`config.mk`:
```
export PLATFORM = sky130hd
export DESIGN_NAME = traffic_signal_sequencer_top
export DESIGN_NICKNAME = d
export VERILOG_FILES = /design/src/hw/rtl/tss_pkg.sv /design/src/hw/rtl/tss_cfg.sv /design/src/hw/rtl/tss_step.sv /design/src/hw/rtl/traffic_signal_sequencer_top.sv
export SDC_FILE = /design/constraint.sdc
export NUM_CORES = 1
export LEC_CHECK = 0
export BUFFER_PORTS_ARGS = -buffer_cell sky130_fd_sc_hd__buf_2
export CAP_MARGIN = 20
export CORE_MARGIN = 5
export CORE_UTILIZATION = 61
export DETAILED_ROUTE_END_ITERATION = 10
export PLACE_DENSITY = 0.8
export SLEW_MARGIN = 20
export SYNTH_ARGS = -nofsm -noshare
export SYNTH_HDL_FRONTEND = slang
export SYNTH_SLANG_ARGS = --single-unit
```
`constraint.sdc`:
```
create_clock -name clock -period 5.35 [get_ports clock]
set_input_delay 1.07 -clock clock [delete_from_list [all_inputs] [get_ports clock]]
set_output_delay 1.07 -clock clock [all_outputs]
set_load 0.01 [all_outputs]
```
`src/hw/rtl/tss_pkg.sv`:
```
// Shared types, codes and constants for the traffic signal sequencer.
// No dependencies; every other file of the block imports this package.
`timescale 1ns / 1ps
`default_nettype none

package tss_pkg;

   // Lamp and arrow bit positions inside lamp_bits and yellow_marks.
   localparam logic [7:0] L_N = 8'd8;
   localparam logic [7:0] L_S = 8'd4;
   localparam logic [7:0] L_E = 8'd2;
   localparam logic [7:0] L_W = 8'd1;
   localparam logic [7:0] A_N = 8'd128;
   localparam logic [7:0] A_S = 8'd64;
   localparam logic [7:0] A_E = 8'd32;
   localparam logic [7:0] A_W = 8'd16;

   // Traffic phases.
   localparam logic [3:0] PH_STOP    = 4'd0;
   localparam logic [3:0] PH_NS_GO   = 4'd1;
   localparam logic [3:0] PH_EW_GO   = 4'd2;
   localparam logic [3:0] PH_NS_TURN = 4'd3;
   localparam logic [3:0] PH_EW_TURN = 4'd4;
   localparam logic [3:0] PH_N_TURN  = 4'd5;
   localparam logic [3:0] PH_S_TURN  = 4'd6;
   localparam logic [3:0] PH_E_TURN  = 4'd7;
   localparam logic [3:0] PH_W_TURN  = 4'd8;

   // Sequence steps of the main and preemption cycles.
   localparam logic [3:0] ST_STOP_Y      = 4'd0;
   localparam logic [3:0] ST_STOP_HOLD   = 4'd1;
   localparam logic [3:0] ST_CHANGE      = 4'd2;
   localparam logic [3:0] ST_HOLD        = 4'd3;
   localparam logic [3:0] ST_AXIS_CHANGE = 4'd4;
   localparam logic [3:0] ST_AXIS_HOLD   = 4'd5;
   localparam logic [3:0] ST_P_STOP_Y    = 4'd6;
   localparam logic [3:0] ST_P_STOP_HOLD = 4'd7;
   localparam logic [3:0] ST_P_CHANGE    = 4'd8;
   localparam logic [3:0] ST_P_HOLD      = 4'd9;

   // Lamp codes on the result word.
   localparam logic [1:0] LAMP_RED    = 2'd0;
   localparam logic [1:0] LAMP_YELLOW = 2'd1;
   localparam logic [1:0] LAMP_GREEN  = 2'd2;

   // Walk codes on the result word.
   localparam logic [1:0] WALK_NONE = 2'd0;
   localparam logic [1:0] WALK_NS   = 2'd1;
   localparam logic [1:0] WALK_EW   = 2'd2;

   // Configuration register indexes.
   localparam int unsigned CSR_INDEX_W = 3;
   localparam logic [CSR_INDEX_W-1:0] CSR_YELLOW        = 3'd0;
   localparam logic [CSR_INDEX_W-1:0] CSR_ALL_RED       = 3'd1;
   localparam logic [CSR_INDEX_W-1:0] CSR_TURN          = 3'd2;
   localparam logic [CSR_INDEX_W-1:0] CSR_GO_AFTER_TURN = 3'd3;
   localparam logic [CSR_INDEX_W-1:0] CSR_GO            = 3'd4;
   localparam logic [CSR_INDEX_W-1:0] CSR_PREEMPT       = 3'd5;

   // Configuration reset values.
   localparam logic [7:0] RST_YELLOW        = 8'd2;
   localparam logic [7:0] RST_ALL_RED       = 8'd3;
   localparam logic [7:0] RST_TURN          = 8'd4;
   localparam logic [7:0] RST_GO_AFTER_TURN = 8'd7;
   localparam logic [7:0] RST_GO            = 8'd10;
   localparam logic [7:0] RST_PREEMPT       = 8'd10;

   localparam logic [7:0] TICK_MAX = 8'd255;

   typedef struct packed {
      logic [7:0] yellow_ticks;
      logic [7:0] all_red_ticks;
      logic [7:0] turn_ticks;
      logic [7:0] go_after_turn_ticks;
      logic [7:0] go_ticks;
      logic [7:0] preempt_ticks;
   } cfg_type;

   typedef struct packed {
      logic [3:0] traffic_phase;
      logic [3:0] sequence_step;
      logic [7:0] tick_count;
      logic [7:0] lamp_bits;
      logic [7:0] yellow_marks;
      logic [3:0] deferred_green;
      logic       preempt_active;
   } state_type;

   // Result fields, last member in the lowest bits.
   typedef struct packed {
      logic [1:0] walk_signal;
      logic [1:0] west_arrow;
      logic [1:0] east_arrow;
      logic [1:0] south_arrow;
      logic [1:0] north_arrow;
      logic [1:0] west_lamp;
      logic [1:0] east_lamp;
      logic [1:0] south_lamp;
      logic [1:0] north_lamp;
   } rsp_type;

   // Green pattern of each traffic phase; unknown phases show all red.
   function automatic logic [7:0] pattern_of(input logic [3:0] ph);
      logic [7:0] pat;
      unique case (ph)
         PH_STOP:    pat = 8'd0;
         PH_NS_GO:   pat = L_N | L_S;
         PH_EW_GO:   pat = L_E | L_W;
         PH_NS_TURN: pat = A_N | A_S;
         PH_EW_TURN: pat = A_E | A_W;
         PH_N_TURN:  pat = L_N | A_N;
         PH_S_TURN:  pat = L_S | A_S;
         PH_E_TURN:  pat = L_E | A_E;
         PH_W_TURN:  pat = L_W | A_W;
         default:    pat = 8'd0;
      endcase
      return pat;
   endfunction

endpackage

`default_nettype wire

```
`src/hw/rtl/tss_cfg.sv`:
```
// Configuration registers of the traffic signal sequencer.
// Depends on tss_pkg for the register indexes and reset values.
`timescale 1ns / 1ps
`default_nettype none

module tss_cfg (
   input  wire logic                            clock,
   input  wire logic                            reset,
   input  wire logic                            csr_wr_en,
   input  wire logic [tss_pkg::CSR_INDEX_W-1:0] csr_index,
   input  wire logic [7:0]                      csr_wdata,
   output tss_pkg::cfg_type                     cfg
);
   import tss_pkg::*;

   cfg_type cfg_ff;
   cfg_type cfg_in;

   // Decode the write index; indexes past the last register are dropped.
   always_comb begin
      cfg_in = cfg_ff;
      if (csr_wr_en) begin
         unique case (csr_index)
            CSR_YELLOW:        cfg_in.yellow_ticks        = csr_wdata;
            CSR_ALL_RED:       cfg_in.all_red_ticks       = csr_wdata;
            CSR_TURN:          cfg_in.turn_ticks          = csr_wdata;
            CSR_GO_AFTER_TURN: cfg_in.go_after_turn_ticks = csr_wdata;
            CSR_GO:            cfg_in.go_ticks            = csr_wdata;
            CSR_PREEMPT:       cfg_in.preempt_ticks       = csr_wdata;
            default:           cfg_in = cfg_ff;
         endcase
      end
   end

   always_ff @(posedge clock) begin
      if (reset) begin
         cfg_ff.yellow_ticks        <= RST_YELLOW;
         cfg_ff.all_red_ticks       <= RST_ALL_RED;
         cfg_ff.turn_ticks          <= RST_TURN;
         cfg_ff.go_after_turn_ticks <= RST_GO_AFTER_TURN;
         cfg_ff.go_ticks            <= RST_GO;
         cfg_ff.preempt_ticks       <= RST_PREEMPT;
      end else begin
         cfg_ff <= cfg_in;
      end
   end

   assign cfg = cfg_ff;

endmodule

`default_nettype wire

```
`src/hw/rtl/tss_step.sv`:
```
// Next-state and lamp logic for one tick of the traffic signal sequencer.
// Purely combinational; depends on tss_pkg for codes, types and patterns.
`timescale 1ns / 1ps
`default_nettype none

module tss_step (
   input  wire tss_pkg::state_type cur,
   input  wire tss_pkg::cfg_type   cfg,
   input  wire logic [3:0]         turn_request,
   input  wire logic [3:0]         ambulance_detect,
   output tss_pkg::state_type      nxt,
   output tss_pkg::rsp_type        rsp
);
   import tss_pkg::*;

   // Zero acts as one for every duration but the all-red hold.
   function automatic logic [7:0] at_least_one(input logic [7:0] v);
      return (v == 8'd0) ? 8'd1 : v;
   endfunction

   // Next phase from the last phase and the waiting turn requests.
   function automatic logic [3:0] choose_phase(input logic [3:0] ph, input logic [3:0] req);
      logic [3:0] np;
      case (ph) inside
         PH_NS_GO: begin
            if (req[2] && req[3]) np = PH_EW_TURN;
            else if (req[2])      np = PH_E_TURN;
            else if (req[3])      np = PH_W_TURN;
            else                  np = PH_EW_GO;
         end
         PH_NS_TURN, PH_N_TURN, PH_S_TURN: np = PH_NS_GO;
         PH_EW_TURN, PH_E_TURN, PH_W_TURN: np = PH_EW_GO;
         default: begin
            if (req[0] && req[1]) np = PH_NS_TURN;
            else if (req[0])      np = PH_N_TURN;
            else if (req[1])      np = PH_S_TURN;
            else                  np = PH_NS_GO;
         end
      endcase
      return np;
   endfunction

   // Start a lamp change toward a target pattern. Greens that leave go yellow;
   // a straight lamp whose opposing arrow is yellow waits for the step's end.
   function automatic state_type begin_change(input state_type s, input logic [7:0] target,
                                              input logic [3:0] step);
      state_type  r;
      logic [7:0] y;
      logic [7:0] on;
      logic [3:0] block;
      logic [3:0] hold;
      r        = s;
      y        = s.yellow_marks | (s.lamp_bits & ~target);
      on       = target & ~s.lamp_bits & ~y;
      block    = {y[6], y[7], y[4], y[5]};
      hold     = on[3:0] & block;
      r.yellow_marks   = y;
      r.deferred_green = hold;
      r.lamp_bits      = (s.lamp_bits & target) | (on & ~{4'd0, hold});
      r.sequence_step  = step;
      r.tick_count     = 8'd0;
      return r;
   endfunction

   // End a lamp change: yellows go dark and waiting greens light.
   function automatic state_type finish_change(input state_type s, input logic [3:0] step);
      state_type r;
      r = s;
      r.yellow_marks   = 8'd0;
      r.lamp_bits      = s.lamp_bits | {4'd0, s.deferred_green};
      r.deferred_green = 4'd0;
      r.sequence_step  = step;
      r.tick_count     = 8'd0;
      return r;
   endfunction

   // Leave the all-red hold toward the preemption phase or a chosen phase.
   function automatic state_type end_of_all_red(input state_type s, input logic pre,
                                                input logic [3:0] req);
      state_type r;
      r = s;
      if (pre) begin
         r = begin_change(r, pattern_of(r.traffic_phase), ST_P_CHANGE);
      end else begin
         r.traffic_phase = choose_phase(r.traffic_phase, req);
         r = begin_change(r, pattern_of(r.traffic_phase), ST_CHANGE);
      end
      return r;
   endfunction

   function automatic logic [1:0] lamp_code(input state_type s, input logic [7:0] bit_mask);
      logic [1:0] code;
      if ((s.yellow_marks & bit_mask) != 8'd0)   code = LAMP_YELLOW;
      else if ((s.lamp_bits & bit_mask) != 8'd0) code = LAMP_GREEN;
      else                                       code = LAMP_RED;
      return code;
   endfunction

   logic [7:0] tick_inc;
   logic [7:0] step_len;
   logic       is_turn;
   state_type  fin;

   // Lamps shown during this tick come from the state before it advances.
   always_comb begin
      rsp.north_lamp  = lamp_code(cur, L_N);
      rsp.south_lamp  = lamp_code(cur, L_S);
      rsp.east_lamp   = lamp_code(cur, L_E);
      rsp.west_lamp   = lamp_code(cur, L_W);
      rsp.north_arrow = lamp_code(cur, A_N);
      rsp.south_arrow = lamp_code(cur, A_S);
      rsp.east_arrow  = lamp_code(cur, A_E);
      rsp.west_arrow  = lamp_code(cur, A_W);
      rsp.walk_signal = WALK_NONE;
      if (cur.sequence_step >= ST_CHANGE && cur.sequence_step <= ST_AXIS_HOLD) begin
         if (cur.traffic_phase == PH_NS_GO)      rsp.walk_signal = WALK_NS;
         else if (cur.traffic_phase == PH_EW_GO) rsp.walk_signal = WALK_EW;
      end
   end

   // Length of the current step in ticks.
   always_comb begin
      case (cur.sequence_step) inside
         ST_STOP_HOLD, ST_P_STOP_HOLD: step_len = cfg.all_red_ticks;
         ST_HOLD: begin
            if (cur.traffic_phase == PH_NS_GO || cur.traffic_phase == PH_EW_GO)
               step_len = at_least_one(cfg.go_ticks);
            else
               step_len = at_least_one(cfg.turn_ticks);
         end
         ST_AXIS_HOLD: step_len = at_least_one(cfg.go_after_turn_ticks);
         ST_P_HOLD:    step_len = at_least_one(cfg.preempt_ticks);
         default:      step_len = at_least_one(cfg.yellow_ticks);
      endcase
   end

   assign tick_inc = (cur.tick_count < TICK_MAX) ? cur.tick_count + 8'd1 : cur.tick_count;
   assign is_turn  = (cur.traffic_phase >= PH_NS_TURN) && (cur.traffic_phase <= PH_W_TURN);

   // Sequence advance: ambulance preemption first, else count and end the step.
   always_comb begin
      nxt = cur;
      fin = cur;
      if (!cur.preempt_active && ambulance_detect != 4'd0) begin
         if (ambulance_detect[0])      nxt.traffic_phase = PH_N_TURN;
         else if (ambulance_detect[1]) nxt.traffic_phase = PH_S_TURN;
         else if (ambulance_detect[2]) nxt.traffic_phase = PH_E_TURN;
         else                          nxt.traffic_phase = PH_W_TURN;
         nxt.preempt_active = 1'b1;
         nxt = begin_change(nxt, 8'd0, ST_P_STOP_Y);
      end else begin
         nxt.tick_count = tick_inc;
         if (tick_inc >= step_len) begin
            unique case (cur.sequence_step) inside
               ST_STOP_Y, ST_P_STOP_Y: begin
                  fin = finish_change(nxt, (cur.sequence_step == ST_P_STOP_Y) ?
                                           ST_P_STOP_HOLD : ST_STOP_HOLD);
                  if (cfg.all_red_ticks == 8'd0)
                     nxt = end_of_all_red(fin, cur.sequence_step == ST_P_STOP_Y,
                                          turn_request);
                  else
                     nxt = fin;
               end
               ST_STOP_HOLD:   nxt = end_of_all_red(nxt, 1'b0, turn_request);
               ST_P_STOP_HOLD: nxt = end_of_all_red(nxt, 1'b1, turn_request);
               ST_CHANGE:      nxt = finish_change(nxt, ST_HOLD);
               ST_HOLD: begin
                  if (is_turn) begin
                     nxt.traffic_phase = choose_phase(cur.traffic_phase, turn_request);
                     nxt = begin_change(nxt, pattern_of(nxt.traffic_phase), ST_AXIS_CHANGE);
                  end else begin
                     nxt = begin_change(nxt, 8'd0, ST_STOP_Y);
                  end
               end
               ST_AXIS_CHANGE: nxt = finish_change(nxt, ST_AXIS_HOLD);
               ST_P_CHANGE:    nxt = finish_change(nxt, ST_P_HOLD);
               default: begin
                  // Preemption hold end, axis hold end and any unused step code return to all red.
                  nxt.preempt_active = 1'b0;
                  nxt = begin_change(nxt, 8'd0, ST_STOP_Y);
               end
            endcase
         end
      end
   end

endmodule

`default_nettype wire

```
`src/hw/rtl/traffic_signal_sequencer_top.sv`:
```
// Top level of the traffic signal sequencer: state register, result register
// and handshakes. Depends on tss_pkg, tss_cfg and tss_step.
//
// Usage: every one-second tick is sent as one word on the req_ channel,
// tdata[3:0] turn requests and tdata[7:4] ambulance detections (bit 0 north,
// 1 south, 2 east, 3 west). For each accepted word one result word leaves on
// the rsp_ channel with the lamp states shown during that tick.
// rsp_tvalid rises in the cycle after acceptance. Throughput is one word
// per cycle: the step logic sits between the state register and the result
// register, and req_tready stays high while the result register is empty or
// being taken in the same cycle.
// When the receiver stalls, the result register holds its word and req_tready
// drops until the word is taken; no tick is lost or repeated.
// Reset (synchronous, active high) restores the default durations, puts the
// intersection at all red at the start of the change to all red, and empties
// the result register; no word is accepted while reset is high.
// The csr_ port writes the six duration registers, one per cycle of csr_wr_en,
// and is meant to be used only while no tick is in flight.
`timescale 1ns / 1ps
`default_nettype none

module traffic_signal_sequencer_top (
   input  wire logic                            clock,
   input  wire logic                            reset,
   // req_tdata: turn_request[3:0], ambulance_detect[7:4]
   input  wire logic                            req_tvalid,
   output logic                                 req_tready,
   input  wire logic [7:0]                      req_tdata,
   // rsp_tdata: north_lamp[1:0], south_lamp[3:2], east_lamp[5:4], west_lamp[7:6],
   // north_arrow[9:8], south_arrow[11:10], east_arrow[13:12], west_arrow[15:14],
   // walk_signal[17:16], zero fill[23:18]
   output logic                                 rsp_tvalid,
   input  wire logic                            rsp_tready,
   output logic [23:0]                          rsp_tdata,
   input  wire logic                            csr_wr_en,
   input  wire logic [tss_pkg::CSR_INDEX_W-1:0] csr_index,
   input  wire logic [7:0]                      csr_wdata
);
   import tss_pkg::*;

   cfg_type   cfg;
   state_type state_ff;
   state_type state_in;
   rsp_type   rsp_word;
   rsp_type   rsp_ff;
   logic      rsp_valid_ff;
   logic      req_fire;

   tss_cfg u_cfg (
      .clock     (clock),
      .reset     (reset),
      .csr_wr_en (csr_wr_en),
      .csr_index (csr_index),
      .csr_wdata (csr_wdata),
      .cfg       (cfg)
   );

   tss_step u_step (
      .cur              (state_ff),
      .cfg              (cfg),
      .turn_request     (req_tdata[3:0]),
      .ambulance_detect (req_tdata[7:4]),
      .nxt              (state_in),
      .rsp              (rsp_word)
   );

   // Accept a word whenever the result register is free or being emptied.
   assign req_tready = !reset && (!rsp_valid_ff || rsp_tready);
   assign req_fire   = req_tvalid && req_tready;

   // Sequencer state advances once per accepted word.
   always_ff @(posedge clock) begin
      if (reset) begin
         state_ff.traffic_phase  <= PH_STOP;
         state_ff.sequence_step  <= ST_STOP_Y;
         state_ff.tick_count     <= 8'd0;
         state_ff.lamp_bits      <= 8'd0;
         state_ff.yellow_marks   <= 8'd0;
         state_ff.deferred_green <= 4'd0;
         state_ff.preempt_active <= 1'b0;
      end else if (req_fire) begin
         state_ff <= state_in;
      end
   end

   // Result register valid flag.
   always_ff @(posedge clock) begin
      if (reset) begin
         rsp_valid_ff <= 1'b0;
      end else if (req_fire) begin
         rsp_valid_ff <= 1'b1;
      end else if (rsp_tready) begin
         rsp_valid_ff <= 1'b0;
      end
   end

   // Result payload, loaded with the lamps of each accepted tick.
   always_ff @(posedge clock) begin
      if (req_fire) begin
         rsp_ff <= rsp_word;
      end
   end

   assign rsp_tvalid = rsp_valid_ff;
   assign rsp_tdata  = {6'd0, rsp_ff};

endmodule

`default_nettype wire

```
* After elaboration in Yosys (flattened, before gate mapping)
Memory sizes are Yosys's and may differ from the RTL's. A register that Yosys moved wholly into a read port is not among the register bits.
Cells that the tools add are included.
** Operators by class
- Add/sub/neg operators :: 1
- Magnitude comparators :: 6
- Equal/unequal tests :: 32
- Muxes and demuxes :: 78
- Bitwise operators :: 58
- Reductions and logical operators :: 38
** Operator list (count)
- one-hot mux 37 bit (7 select lines) :: 1
- two-way mux 8 bit :: 31
- bitwise AND 8 bit :: 25
- two-way mux 37 bit :: 5
- two-way mux 4 bit :: 27
- inverter 8 bit :: 12
- OR 8 bit :: 9
- logical NOT 8 bit :: 6
- inverter 4 -> 8 bit :: 5
- == test 4 x 3 -> 1 bit, second input constant :: 8
- bitwise AND 4 bit :: 5
- two-way mux 2 bit :: 9
- == test 4 x 2 -> 1 bit, second input constant :: 4
- != test 2 x 1 -> 1 bit, second input constant :: 7
- AND reduction 2 bit :: 7
- == test 4 bit, second input constant :: 3
- AND reduction 10 bit :: 1
- AND reduction 9 bit :: 1
- adder 8 x 1 -> 8 bit, second input constant :: 1
- == test 4 x 1 -> 1 bit, second input constant :: 2
- >= comparator 4 x 2 -> 1 bit, second input constant :: 2
- >= comparator 8 bit :: 1
- less-than comparator 8 bit, second input constant :: 1
- OR 8 x 4 -> 8 bit :: 1
- 19 further kinds :: 39
** Storage, ports and cells
- Register bits :: 104
- ROM bits :: 640
- Input port bits :: 24
- Word-level logic and storage cells :: 242
- Memories kept :: 5
** Memories
- (no name shown) :: depth 16, bits a word 8, rd ports 1, clocked after memory_dff 1, write ports 0, line tss_pkg.sv:105 : unique case (ph)
- (no name shown) :: depth 16, bits a word 8, rd ports 1, clocked after memory_dff 0, write ports 0, line tss_pkg.sv:105
- (no name shown) :: depth 16, bits a word 8, rd ports 1, clocked after memory_dff 0, write ports 0, line tss_pkg.sv:105
- (no name shown) :: depth 16, bits a word 8, rd ports 1, clocked after memory_dff 1, write ports 0, line tss_pkg.sv:105
- (no name shown) :: depth 16, bits a word 8, rd ports 1, clocked after memory_dff 0, write ports 0, line tss_pkg.sv:105

* Longest topological paths before layout
An unclocked memory read counts as a cell.
- Word-level depth :: 32
- Mapped depth :: 20

* By module
Synthesis repeated with hierarchy kept, for this count alone.
** Unflattened totals
- Cells, all modules :: 902
- Area, all modules :: 7631.1 um2
** Modules (own cells, without submodules)
- tss_step :: instances 1, cells an instance 536, area each 3389.5 um2, sequential area each 0.0 um2
- traffic_signal_sequencer_top :: instances 1, cells an instance 192, area each 2339.7 um2, sequential area each 1301.2 um2
- tss_cfg :: instances 1, cells an instance 174, area each 1901.8 um2, sequential area each 960.9 um2

* Worst setup path after synthesis
No wires, ideal clock.
- Kind :: reg-to-reg
- Start point :: register state_ff[31] (netlist name)
- End point :: register (tool-made name)
- Arrival time :: 3889 ps
- Path slack :: 1369 ps
- Cell stages (with the launch flop) :: 19
- Buffers on the path :: 3
- Clock period less this slack :: 3981 ps
- Path through :: dfxtp_1 buf_2 buf_4 nand2b_1 nor3b_1 clkbuf_1 o21ai_0 nand2_1 o21ai_1 mux2i_1 ha_1 a211o_1 a31oi_1 o211ai_1 o211a_2 mux2i_1 or2_2 ha_1 nor4_1
** RTL lines
- from (decl) :: line traffic_signal_sequencer_top.sv:42 : state_type state_ff;
- from (signal assigned) :: line traffic_signal_sequencer_top.sv:82 : state_ff <= state_in;

==> qor.txt <==
Status: finished clean
Starting Density: 62.2%
Crit path cell chain: nor2_1 -> nand2_1 -> nor2_1 -> nor2_1 -> mux2i_1 -> ha_1 -> and4_1 -> o21ai_0 -> o211ai_1 -> o211a_2 -> mux2i_1 -> or2_2 -> ha_1 -> or3b_1 -> a21oi_1
Tightest Pin Transition: 904 ps
Power Dens Cells: 240 nW/um^2
Fin. max-slew vios: 0
Setup Crit Path Kind: reg -> reg
Clock share of power: 35.8%
Crit path max fanout: 17
Hold WS: 466 ps
Slowest cell on the critical path: dfxtp_1
Area share of the largest cell type after synthesis: 26.6%
Critical Path Start Type: flip-flop
Core area: 11400 sq um
Achievable frequency: 210 MHz
Final Hold Violating Endpoints: 0
Synthesized area per cell: 7.83 sq um
Vias: 6921
Most frequent CP cell: nor2_1
Final period utilization: 88.9%
Min Tclk post-route: 4750 ps
Total CTS buffers: 9
DIE AREA: 13800 sq um
CTS resizes: 0
Sequential Area: 2420 sq um
N_diodes: 0
Max cap viols: 0
Internal: 1.28 mW
Switching Power: 0.532 mW
Yosys warning total: 0
Grt ovf: 0
Total Routing Usage GR: 28.4%
First-pass GRT wire length: 32.5 mm
Synth top cells by count: nand2_1 (168), a21oi_1 (97), dfxtp_1 (94), nor2_1 (68), o21ai_0 (41)
CTS tree: built
Drt drc: 0
Synth area leader: dfxtp_1
WL final: 20.1 mm
Class of the worst hold path: reg -> reg
Crit path largest cell delay: 800 ps
Area grow syn2layout: 6.85%
Area of the multi-input gates: 4290 sq um
Worst Path Arrival: 5050 ps
Seq pwr share: 49.7%
Proportion of layout cells with a drive suffix above 1: 11.2%
DR WL/cell: 18.8 microns
First-pass DRT Iterations: 6
Area contributors post-synth: dfxtp_1 (27%), nand2_1 (8.9%), edfxtp_1 (7.6%)
Critical R2R Launch: state_ff[31]$_SDFFE_PP0P_
Die H: 118 microns
Clock Latency Late Sink: 370 ps
I/O pin count: 50
Async set or reset register ratio after synthesis: 0%
Clk slew on worst S/H paths: 80 ps
WP depth: 15
Post-CTS Setup Repair Bufs: 0
Leak Pwr: 2.79 nW
CTS Buffer Depth: 2
Pin count of the biggest net entering global routing: 79
Vias in the first global route: 6273
Netlist cell types: 97
VDD IR max: 0.323 mV
Via/cell ratio: 6.49
# port buffers: 43
R2r worst-path depth: 15
Site Rows: 39
Hpwl dp: 14.1 mm
Clk Tree Root Cell: clkbuf_16
DR iter-0 viols: 739
Die W: 118 microns
Comb pwr share: 14.5%
Initial antenna violation count: 0
RSZ-0062 raised after global routing: false
Htree depth: 3
Buf/Inv on CP: 0
Delay-heaviest family, CP: simple AND/OR/NAND/NOR gates
Cell area after synthesis: 7070 sq um
Final setup vio count: 0
Slew margin rel.: 39.1%
Fill cells: 1025
Fin Clk Skew: 8.21 ps
Critical path required time: 5640 ps
Count leader, synth: nand2_1
Synth Instances: 903
Switching Share: 29.4%
Primary FF master, synth: dfxtp_1
Post-synthesis sequential area ratio: 34.3%
Nets: 963
Post-synth EDFFs: 18
Setup TNS: 0 ps
Worst setup path startpoint: state_ff[31]$_SDFFE_PP0P_
CP endpoint kind: flip-flop
Reg2reg setup slack: 600 ps
Clock Sinks: 112
Final ANT Viol Nets: 0
# hold bufs at CTS: 0
Seq cells post-synth: 112
Final Wtd Congestion: 0.972
[layer usage]
metal / global-route usage (%) / vias to the layer above / part of all wire (%)
met5: 0 / - / 0
met4: 13.6 / 0 / 4.0
met3: 6.25 / 69 / 9.3
met2: 44.6 / 405 / 46
met1: 36.9 / 3137 / 41
li1: - / 3310 / -
[kinds of logic (layout without fill, tap and decap cells)]
group,count (synthesis),after routing,share of synthesized area (%)
compound gates,272,272,25.0
other cells,1,6,0.0530
xor+xnor,7,7,1.13
buf+inv,78,93,5.47
fa+ha+maj,21,21,3.72
simple gates,381,381,25.9
flops,112,112,34.3
mux,31,31,4.42
[power groups by stage]
stage | combinational [mW] | clock (mW) | sequential, mW
detailed placement | 0.253 | 0 | 0.921
global placement | 0.251 | 0 | 0.920
floorplan | 0.189 | 0 | 0.908
global route | 0.284 | 0.695 | 0.905
CTS | 0.255 | 0.659 | 0.901
finish | 0.263 | 0.649 | 0.902
[worst reg2reg max path, stage by stage (launching register included)]
cell and delay, ps:
dfxtp_1 800, nor2_1 190, nand2_1 180, nor2_1 60, nor2_1 670, mux2i_1 200, ha_1 340, and4_1 170
o21ai_0 140, o211ai_1 420, o211a_2 370, mux2i_1 310, or2_2 180, ha_1 160, or3b_1 360, a21oi_1 140
[worst min path at each step]
stage,slack (ps),end,cells past startpoint,from
4_1_cts,460,u_cfg.cfg[24]$_SDFFE_PP0P_,2,u_cfg.cfg[24]$_SDFFE_PP0P_
6_report,470,u_cfg.cfg[24]$_SDFFE_PP0P_,2,u_cfg.cfg[24]$_SDFFE_PP0P_
5_1_grt,480,u_cfg.cfg[8]$_SDFFE_PP0P_,2,u_cfg.cfg[8]$_SDFFE_PP0P_
3_5_place_dp,450,u_cfg.cfg[24]$_SDFFE_PP0P_,2,u_cfg.cfg[24]$_SDFFE_PP0P_
2_1_floorplan,410,rsp_tdata[10]$_SDFFCE_PP1P_,0,state_ff[11]$_SDFFE_PP0P_
3_3_place_gp,440,u_cfg.cfg[8]$_SDFFE_PP0P_,2,u_cfg.cfg[8]$_SDFFE_PP0P_
[layout by cell type (no fill, tap or decap), types with 5 or more instances in the layout]
cell type	netlist	routed
a21oi_1	97	97
mux2i_1	29	29
xnor2_1	5	5
nor4_1	12	12
nor2b_1	19	19
o211ai_1	11	11
a211oi_1	7	6
nand2_1	168	168
nor3b_1	6	6
buf_2	6	43
ha_1	21	21
and3_1	6	6
a31oi_1	9	9
buf_4	8	9
nand3_1	40	40
o21ai_1	10	10
dfxtp_1	94	94
edfxtp_1	18	18
a221oi_1	6	6
or2_2	6	6
nand2b_1	8	8
nor3_1	12	12
conb_1	1	6
o31ai_1	6	6
clkbuf_16	0	9
o22ai_1	9	9
nor2_1	68	68
o21ai_0	41	41
inv_1	22	22
o2111ai_1	6	6
[area by class of cell]
type / instances / area share (%)
well taps: 143 / 2.37
flip-flops and latches: 112 / 32.1
repair buffers: 52 / 3.74
inverters: 25 / 1.34
clock inverters: 7 / 0.696
multi-input cells: 718 / 56.8
clock buffers: 9 / 2.98
[state kept, by name, indices dropped and copies added, names as in the netlist, named ones only]
name,flops
u_cfg.cfg,48
rsp_tvalid,1
rsp_tdata,18
state_ff,37
[stage by stage]
step / total power, mW / cells / instance area, sq um / util, % / worst slack, ps
5_1_grt: 1.88 / 1066 / 7550 / 66.4 / 286
3_5_place_dp: 1.17 / 1050 / 7270 / 63.9 / 761
2_1_floorplan: 1.10 / 908 / 7090 / - / 1370
6_report: 1.81 / 1066 / 7550 / 66.4 / 596
3_3_place_gp: 1.17 / 1050 / 7270 / 63.9 / 948
4_1_cts: 1.81 / 1066 / 7550 / 66.4 / 721
Note: power is estimated with default switching activity, not from simulation.
